[src/rtl/slc_pkg.sv]
// ----------------------------------------------------------------------------
// slc_pkg: shared types and constants
// Widths of point, node and distance words, and the controller/datapath
// command and status records of the single-linkage clustering core.
// ----------------------------------------------------------------------------
package slc_pkg;

    localparam int MAX_POINTS_DEF = 64;
    localparam int COORD_W        = 16;
    localparam int POINT_W        = 2 * COORD_W;
    localparam int IDX_W          = 7;
    localparam int MCNT_W         = 6;
    localparam int CNT_W          = 7;
    localparam int DIST_W         = 36;
    localparam int ROOT_W         = 17;
    localparam int OUT_W          = 40;

    // distance write source
    localparam logic WSEL_SQDIST = 1'b0;
    localparam logic WSEL_MIN    = 1'b1;

    typedef struct packed {
        logic               pt_we;
        logic [IDX_W-1:0]   pt_addr;
        logic [POINT_W-1:0] pt_wdata;
        logic               pa_ld;
        logic               d_we;
        logic               d_wsel;
        logic [IDX_W-1:0]   d_wrow;
        logic [IDX_W-1:0]   d_wcol;
        logic [IDX_W-1:0]   d_rrow;
        logic [IDX_W-1:0]   d_rcol;
        logic               a_ld;
        logic               scan_clr;
        logic               cmp_en;
        logic [IDX_W-1:0]   cand_x;
        logic [IDX_W-1:0]   cand_y;
        logic [IDX_W-1:0]   sz_raddr;
        logic               sa_ld;
        logic               sz_we;
        logic [IDX_W-1:0]   sz_waddr;
        logic               used_set;
        logic               used_clr;
        logic [IDX_W-1:0]   used_x;
        logic [IDX_W-1:0]   used_y;
        logic               sqrt_start;
        logic               out_ld;
        logic               out_last;
        logic [IDX_W-1:0]   n;
    } t_cmd;

    typedef struct packed {
        logic             used_x;
        logic             used_y;
        logic [IDX_W-1:0] bx;
        logic [IDX_W-1:0] by;
        logic             sqrt_busy;
        logic             out_full;
    } t_stat;

endpackage

[src/rtl/slc_ctrl.sv]
// ----------------------------------------------------------------------------
// slc_ctrl: clustering sequencer
// Load, distance-table build, minimum scan, size update, linkage update
// and result hand-off, with all loop indices.
// ----------------------------------------------------------------------------
module slc_ctrl import slc_pkg::*; #(
    parameter int MAX_POINTS = MAX_POINTS_DEF
) (
    input  logic               i_clk,
    input  logic               i_rst_n,
    input  logic               s_axis_tvalid,
    output logic               s_axis_tready,
    input  logic [POINT_W-1:0] s_axis_tdata,
    input  logic               s_axis_tlast,
    output t_cmd               o_cmd,
    input  t_stat              i_stat
);

    typedef enum logic [14:0] {
        S_LOAD = 15'b000000000000001,
        S_DA   = 15'b000000000000010,
        S_DB   = 15'b000000000000100,
        S_DC   = 15'b000000000001000,
        S_DD   = 15'b000000000010000,
        S_DE   = 15'b000000000100000,
        S_SCAN = 15'b000000001000000,
        S_CMP  = 15'b000000010000000,
        S_SZA  = 15'b000000100000000,
        S_SZB  = 15'b000001000000000,
        S_SZC  = 15'b000010000000000,
        S_UA   = 15'b000100000000000,
        S_UB   = 15'b001000000000000,
        S_UC   = 15'b010000000000000,
        S_OUT  = 15'b100000000000000
    } t_state;

    t_state            r_state, n_state;
    logic [IDX_W-1:0]  r_cnt, n_cnt, r_n, n_n, r_i, n_i, r_j, n_j;
    logic [MCNT_W-1:0] r_m, n_m;
    logic [IDX_W-1:0]  limit, cnt_inc;
    logic              scan_last;

    assign limit     = r_n + IDX_W'(r_m);
    assign scan_last = (r_i == limit - IDX_W'(2)) && (r_j == limit - IDX_W'(1));
    assign cnt_inc   = (r_cnt < IDX_W'(MAX_POINTS)) ? r_cnt + IDX_W'(1) : r_cnt;

    always_comb begin
        o_cmd          = '0;
        o_cmd.n        = r_n;
        o_cmd.used_x   = r_i;
        o_cmd.used_y   = r_j;
        o_cmd.cand_x   = r_i;
        o_cmd.cand_y   = r_j;
        o_cmd.pt_wdata = s_axis_tdata;
        s_axis_tready  = 1'b0;
        n_state = r_state;
        n_cnt   = r_cnt;
        n_n     = r_n;
        n_i     = r_i;
        n_j     = r_j;
        n_m     = r_m;
        unique case (r_state)
            S_LOAD: begin
                s_axis_tready = 1'b1;
                o_cmd.pt_addr = r_cnt;
                if (s_axis_tvalid) begin
                    o_cmd.pt_we = (r_cnt < IDX_W'(MAX_POINTS));
                    n_cnt = cnt_inc;
                    if (s_axis_tlast) begin
                        n_cnt = '0;
                        if (cnt_inc >= IDX_W'(2)) begin
                            n_n     = cnt_inc;
                            n_i     = '0;
                            n_j     = IDX_W'(1);
                            n_state = S_DA;
                        end
                    end
                end
            end
            S_DA: begin
                o_cmd.pt_addr = r_i;
                n_state = S_DB;
            end
            S_DB: begin
                o_cmd.pa_ld   = 1'b1;
                o_cmd.pt_addr = r_j;
                n_state = S_DC;
            end
            S_DC: n_state = S_DD;
            S_DD: n_state = S_DE;
            S_DE: begin
                o_cmd.d_we   = 1'b1;
                o_cmd.d_wsel = WSEL_SQDIST;
                o_cmd.d_wrow = r_i;
                o_cmd.d_wcol = r_j;
                n_state = S_DA;
                if (r_j == r_n - IDX_W'(1)) begin
                    if (r_i == r_n - IDX_W'(2)) begin
                        o_cmd.scan_clr = 1'b1;
                        n_m     = '0;
                        n_i     = '0;
                        n_j     = IDX_W'(1);
                        n_state = S_SCAN;
                    end else begin
                        n_i = r_i + IDX_W'(1);
                        n_j = r_i + IDX_W'(2);
                    end
                end else begin
                    n_j = r_j + IDX_W'(1);
                end
            end
            S_SCAN, S_CMP: begin
                o_cmd.d_rrow = r_i;
                o_cmd.d_rcol = r_j;
                if (r_state == S_SCAN && !i_stat.used_x && !i_stat.used_y) begin
                    n_state = S_CMP;
                end else begin
                    o_cmd.cmp_en = (r_state == S_CMP);
                    n_state = S_SCAN;
                    if (scan_last) begin
                        n_state = S_SZA;
                    end else if (r_j == limit - IDX_W'(1)) begin
                        n_i = r_i + IDX_W'(1);
                        n_j = r_i + IDX_W'(2);
                    end else begin
                        n_j = r_j + IDX_W'(1);
                    end
                end
            end
            S_SZA: begin
                o_cmd.sz_raddr = i_stat.bx - r_n;
                n_state = S_SZB;
            end
            S_SZB: begin
                o_cmd.sa_ld    = 1'b1;
                o_cmd.sz_raddr = i_stat.by - r_n;
                n_state = S_SZC;
            end
            S_SZC: begin
                o_cmd.sz_we      = 1'b1;
                o_cmd.sz_waddr   = IDX_W'(r_m);
                o_cmd.used_set   = 1'b1;
                o_cmd.sqrt_start = 1'b1;
                n_i     = '0;
                n_state = S_UA;
            end
            S_UA, S_UB, S_UC: begin
                // row below column in the triangle
                if (r_state == S_UB) begin
                    o_cmd.d_rrow = (r_i < i_stat.by) ? r_i : i_stat.by;
                    o_cmd.d_rcol = (r_i < i_stat.by) ? i_stat.by : r_i;
                end else begin
                    o_cmd.d_rrow = (r_i < i_stat.bx) ? r_i : i_stat.bx;
                    o_cmd.d_rcol = (r_i < i_stat.bx) ? i_stat.bx : r_i;
                end
                o_cmd.a_ld   = (r_state == S_UB);
                o_cmd.d_we   = (r_state == S_UC);
                o_cmd.d_wsel = WSEL_MIN;
                o_cmd.d_wrow = r_i;
                o_cmd.d_wcol = limit;
                if (r_state == S_UA && !i_stat.used_x) begin
                    n_state = S_UB;
                end else if (r_state == S_UB) begin
                    n_state = S_UC;
                end else if (r_i == limit - IDX_W'(1)) begin
                    n_state = S_OUT;
                end else begin
                    n_i     = r_i + IDX_W'(1);
                    n_state = S_UA;
                end
            end
            S_OUT: begin
                o_cmd.out_last = (IDX_W'(r_m) == r_n - IDX_W'(2));
                if (!i_stat.sqrt_busy && !i_stat.out_full) begin
                    o_cmd.out_ld = 1'b1;
                    if (o_cmd.out_last) begin
                        o_cmd.used_clr = 1'b1;
                        n_m     = '0;
                        n_state = S_LOAD;
                    end else begin
                        o_cmd.scan_clr = 1'b1;
                        n_m     = r_m + MCNT_W'(1);
                        n_i     = '0;
                        n_j     = IDX_W'(1);
                        n_state = S_SCAN;
                    end
                end
            end
            default: n_state = S_LOAD;
        endcase
    end

    always_ff @(posedge i_clk) begin
        if (!i_rst_n) begin
            r_state <= S_LOAD;
            r_cnt   <= '0;
            r_m     <= '0;
        end else begin
            r_state <= n_state;
            r_cnt   <= n_cnt;
            r_m     <= n_m;
        end
    end

    always_ff @(posedge i_clk) begin
        r_n <= n_n;
        r_i <= n_i;
        r_j <= n_j;
    end

endmodule

[config.mk]
export PLATFORM = sky130hd
export DESIGN_NAME = slc_ctrl
export DESIGN_NICKNAME = d
export VERILOG_FILES = /design/src/rtl/slc_pkg.sv /design/src/rtl/slc_ctrl.sv
export SDC_FILE = /design/constraint.sdc
export NUM_CORES = 1
export LEC_CHECK = 0
export BUFFER_PORTS_ARGS = -buffer_cell sky130_fd_sc_hd__buf_4
export CORE_AREA = 2 2 110 112
export CTS_CLUSTER_SIZE = 12
export DETAILED_ROUTE_END_ITERATION = 12
export DIE_AREA = 0 0 112 114
export MAX_ROUTING_LAYER = met4
export PLACE_DENSITY = 0.87
export SLEW_MARGIN = 20
export SYNTH_ARGS = -nofsm -noshare
export SYNTH_HDL_FRONTEND = slang
export SYNTH_SLANG_ARGS = --single-unit
[constraint.sdc]
create_clock -name i_clk -period 9.2 [get_ports i_clk]
set_input_delay 0.46 -clock i_clk [delete_from_list [all_inputs] [get_ports i_clk]]
set_output_delay 0.46 -clock i_clk [all_outputs]
set_load 0.01 [all_outputs]
## Word-level counts from Yosys, hierarchy flattened

Cells that the tools add are included.
W data, S select, Z words.

| operators by class | value |
|---|---|
| $add $sub $neg | 12 |
| multiply operators | 0 |
| div/mod/pow operators | 0 |
| magnitude comparators | 4 |
| equal/unequal tests | 34 |
| shift operators | 0 |
| muxes and demuxes | 74 |
| bitwise operators | 0 |
| reductions and logical operators | 20 |

Operators with widths:

| cell | count |
|---|---|
| $mux W7 | 32 |
| $pmux W15 S12 | 1 |
| $mux W15 | 7 |
| $pmux W7 S6 | 1 |
| $eq A7 B7 Y1 | 5 |
| $pmux W16 S2 | 1 |
| $pmux W14 S2 | 1 |
| $pmux W7 S4 | 1 |
| $mux W9 | 3 |
| $ne A2 B2 Y1 const B | 13 |
| $mux W6 | 4 |
| $add A7 B1 Y7 const B | 3 |
| $pmux W7 S3 | 1 |
| $mux W1 | 17 |
| $eq A15 B1 Y1 const B | 1 |
| $eq A15 B10 Y1 const B | 1 |
| $eq A15 B11 Y1 const B | 1 |
| $eq A15 B12 Y1 const B | 1 |
| $eq A15 B13 Y1 const B | 1 |
| $eq A15 B14 Y1 const B | 1 |
| $eq A15 B15 Y1 const B | 1 |
| $eq A15 B2 Y1 const B | 1 |
| $eq A15 B3 Y1 const B | 1 |
| $eq A15 B4 Y1 const B | 1 |
| 31 further kinds | 44 |

| word-level totals | value |
|---|---|
| flip-flop bits (word level) | 49 |
| latch bits | 0 |
| memory bits (writable) | 0 |
| ROM bits | 0 |
| input bits | 54 |
| logic and storage cells | 150 |
| memories | 0 |

## Logic depth before layout (Yosys ltp)

| logic depth | value |
|---|---|
| word-level depth | 7 |
| depth in mapped cells | 17 |
| mapped depth without buffers | 16 |

## Worst setup path after synthesis

No wires, ideal clock.

| path | value |
|---|---|
| path type | register to register |
| start | reg r_n[0] |
| end | reg r_i[0] (enable) |
| data arrival time | 3.908 ns |
| path slack | 4.912 ns |
| stages on the path, launching flop included | 15 |
| period minus slack after synthesis | 4.288 ns |
| cell sequence | edfxtp_1 ha_1 inv_1 fa_1 xor2_2 ha_1 inv_1 a21oi_1 xor2_1 xnor2_1 nand4_1 a2111o_1 a22oi_2 o311ai_1 nor3_1 |

| on the way | value |
|---|---|
| longest elaborated chain between the ends | 6 |

RTL lines:

| element | RTL line | text |
|---|---|---|
| start: declaration | slc_ctrl.sv:38 | `logic [IDX_W-1:0] r_cnt, n_cnt, r_n, n_n, r_i, n_i, r_j, n_j;` |
| start signal: assignment | slc_ctrl.sv:206 | `r_n <= n_n;` |
| $add A7 B6 Y7 | slc_ctrl.sv:43 | `assign limit = r_n + IDX_W'(r_m);` |
| $sub A7 B2 Y7 / $sub A7 B1 Y7 (equally long branches) | slc_ctrl.sv:44, slc_ctrl.sv:122, slc_ctrl.sv:165 |  |
| $eq A7 B7 Y1, on equally long branches | slc_ctrl.sv:44, slc_ctrl.sv:122 |  |
| $logic_and A1 B1 Y1 | slc_ctrl.sv:44 | `assign scan_last = (r_i == limit - IDX_W'(2)) && (r_j == limit - IDX_W'(1));` |
| $ne A2 B2 Y1 (no line) | - |  |
| $reduce_and A13 Y1 (no line) * | - |  |
| end signal: assignment | slc_ctrl.sv:207 | `r_i <= n_i;` |
| end: declaration | slc_ctrl.sv:38 |  |

Mark *: on every way between the ends. The rest lies on a longest branch, timed or not.
A chain may end at the register's enable or synchronous reset.

## Final worst setup path

| path | value |
|---|---|
| start | reg r_n[0] |
| end | reg r_i[2] (enable) |

The elaborated chain is that of the path after synthesis.

==> results.toml <==
[timing]
min_period_ps = 4890
timing.final.hold_violations = 0
finalSetupTns_ps = 0
setup_viol = 0
fin_ws_ps = 4310
max_freq_mhz = 205
rsz0062_at_grt = "false"
slew_headroom_pct = 23.2
drv_slew = 0
fin_hold_ws_ps = 388
tightest_slew_ps = 1140
period_share_pct = 53.1
fin_skew_ps = 2.97

[clock_tree]
cts_tree = "built"
numCtsBuffers = 5
cts_root_buffer = "clkbuf_16"
hold_buffers = 0
clock_latency_ps = 290
cts_buffer_depth = 2
h-tree-depth = 2
cts_resized = 0
cts_setup_buffers = 0
numClockSinks = 49
clkSlewWorstSetupHoldPaths_ps = 70

[critical_path]
arrival_ps = 4800
reg2reg_from = "r_n[0]"
timing.reg2reg.setup_slack_ps = 4310
cp.required_ps = 9120
cp_max_fo = 9
cp-end-kind = "flip-flop"
r2r-end = "r_i[2]"
criticalPathCategory = "flip-flop to flip-flop"
crit_path_end = "r_i[2]"
r2r_cells = 14
crit_path_start = "r_n[0]"
cp-start-kind = "flip-flop"

[placement]
place.gp.congestion = 0.959
dp_slack_ps = 4390
port_buffers = 119
place_hpwl_um = 13000

[synth]
seq_area_frac_synth_pct = 20.9
synth_seq_cells = 49
avgSynthCellArea_sq_um = 8.02
async_flop_share_pct = 0
synth_edf_count = 21
syn-instance-count = 711
synth_cell_type_count = 83
yosysWarnings = 0
synth_nets = 802
synthFlopType = "dfxtp_1"
synth_area_sq_mm = 0.00570

[status]
outcome = "finished clean"

[grt]
antenna_found_initial = 0
overflow = 0
grt_pass1_vias = 5118
grt_max_degree = 20
grt.total_usage_pct = 26.9
grt_pass1_wl_um = 26900

[layout]
diodes = 0
layout-drive-gt1-share_pct = 21.6
layout_common_cells = "buf_4, nor2_1, nand2_1"
fin_util_pct = 55.7
nNetsFinal = 855
synthToLayoutAreaGrowth_pct = 14.4
final_common_cell = "buf_4"

[routing]
drt_wl_total_um = 17400
via_per_inst = 6.14
wl_per_cell_um = 19.0
drt_pass1_iterations = 6
vias = 5602
ant_nets = 0
drc = 0
first_iter_violations = 569

[hold_path]
worstHoldPathType = "primary input to flip-flop"

[power_and_ir_drop]
vdd_drop_max_mv = 0.0691
cellLeakagePower_uw = 0.00290
p_total_uw = 885
powerDensity_mw_per_mm2 = 136

[floorplanning]
coreArea_sq_mm = 0.0117
die_y_um = 114
pin_count = 185
start_util_pct = 48.7
die-width_um = 112
die_area_sq_mm = 0.0128
rows = 40

[run]
drv_cap = 0
==> logic make-up (layout without fill, tap and decap cells) <==
logic type	count (synthesis)	in the layout	share of synthesized area, %
flops	49	49	20.9
mux	23	23	4.17
xor+xnor	76	76	12.8
other cells	1	1	0.0658
fa+ha+maj	37	37	8.38
simple gates	260	260	24.5
buf+inv	121	175	11.5
compound gates	144	144	17.7
==> stage by stage <==
step / instance area [sq um] / std cells
floorplan: 5700 / 711
global placement: 6330 / 904
detailed placement: 6330 / 904
CTS: 6520 / 912
global route: 6520 / 912
finish: 6520 / 912
==> registers in the layout, indices dropped and copies added (netlist names) <==
register,flops
r_n,7
r_cnt,7
r_j,7
r_i,7
r_m,6
r_state,15
==> critical path, stage by stage, from the launching register on <==
cell and delay [ps]:
edfxtp_1 550, ha_1 270, inv_1 70, fa_1 420, xor2_2 410, ha_1 320, inv_1 100, a21oi_1 270
xor2_1 210, xnor2_1 140, nand4_1 110, a2111o_1 450, a22oi_2 320, o311ai_1 170, nor3_1 710
==> report_power, final <==
| group | total [uW] | internal (uW) | leakage, uW | switching [uW] |
|---|---|---|---|---|
| registers | 305 | 249 | 0.000420 | 56.0 |
| logic | 343 | 156 | 0.00239 | 187 |
| clock network | 236 | 155 | 0.0000938 | 81.0 |
==> synthesized netlist by cell type (all sizes together) (4+ instances only) <==
master  number  area, sq um
a21o        10         75.1
a21oi       31          166
a221o        4         40.0
a222oi       7         70.1
a22oi        6         50.1
a31o         4         35.0
and2        10         62.6
and3        12         75.1
buf         57          414
clkbuf      22         82.6
dfxtp       28          561
edfxtp      21          631
ha          35          438
inv         42          158
mux2         6         67.6
mux2i       17          170
nand2       46          173
nand2b      15         96.3
nand3       20          100
nand3b       6         45.0
nand4        9         56.3
nor2        65          246
nor2b       14         87.6
nor3        20          110
nor3b       12         95.1
nor4         9         62.6
o211ai       6         45.0
o21a         5         37.5
o21ai       32          160
o22ai        7         43.8
or3          5         36.3
or4          5         37.5
xnor2       38          333
xor2        34          305
==> per-layer routing <==
layer  part of all wire (%)  GRT usage, %  vias up
li1                       -             -     2596
met1                     41          35.1     2598
met2                     45          43.1      362
met3                     11          4.89       46
met4                    2.6          8.05        0
met5                      0             -        -
==> cell type report <==
type	instances	area [sq um]
clock buffers	5	125
clock inverters	3	65.1
fillers	1068	5190
inverters	42	158
multi-input cells	541	3860
flip-flops and latches	49	1190
well taps	147	184
repair buffers	125	938
==> worst min path at each step <==
stage / startpoint / end / slack, ps / cells after the start
final: i_stat[17] / r_state[12] / 390 / 2
after global placement: r_state[3] / r_state[4] / 470 / 2
after CTS: i_stat[17] / r_state[12] / 390 / 2
after detailed placement: r_state[3] / r_state[4] / 470 / 2
after floorplan: r_state[3] / r_state[4] / 450 / 2
after global routing: i_stat[17] / r_state[12] / 410 / 2
(Power assumes the default switching activity.)
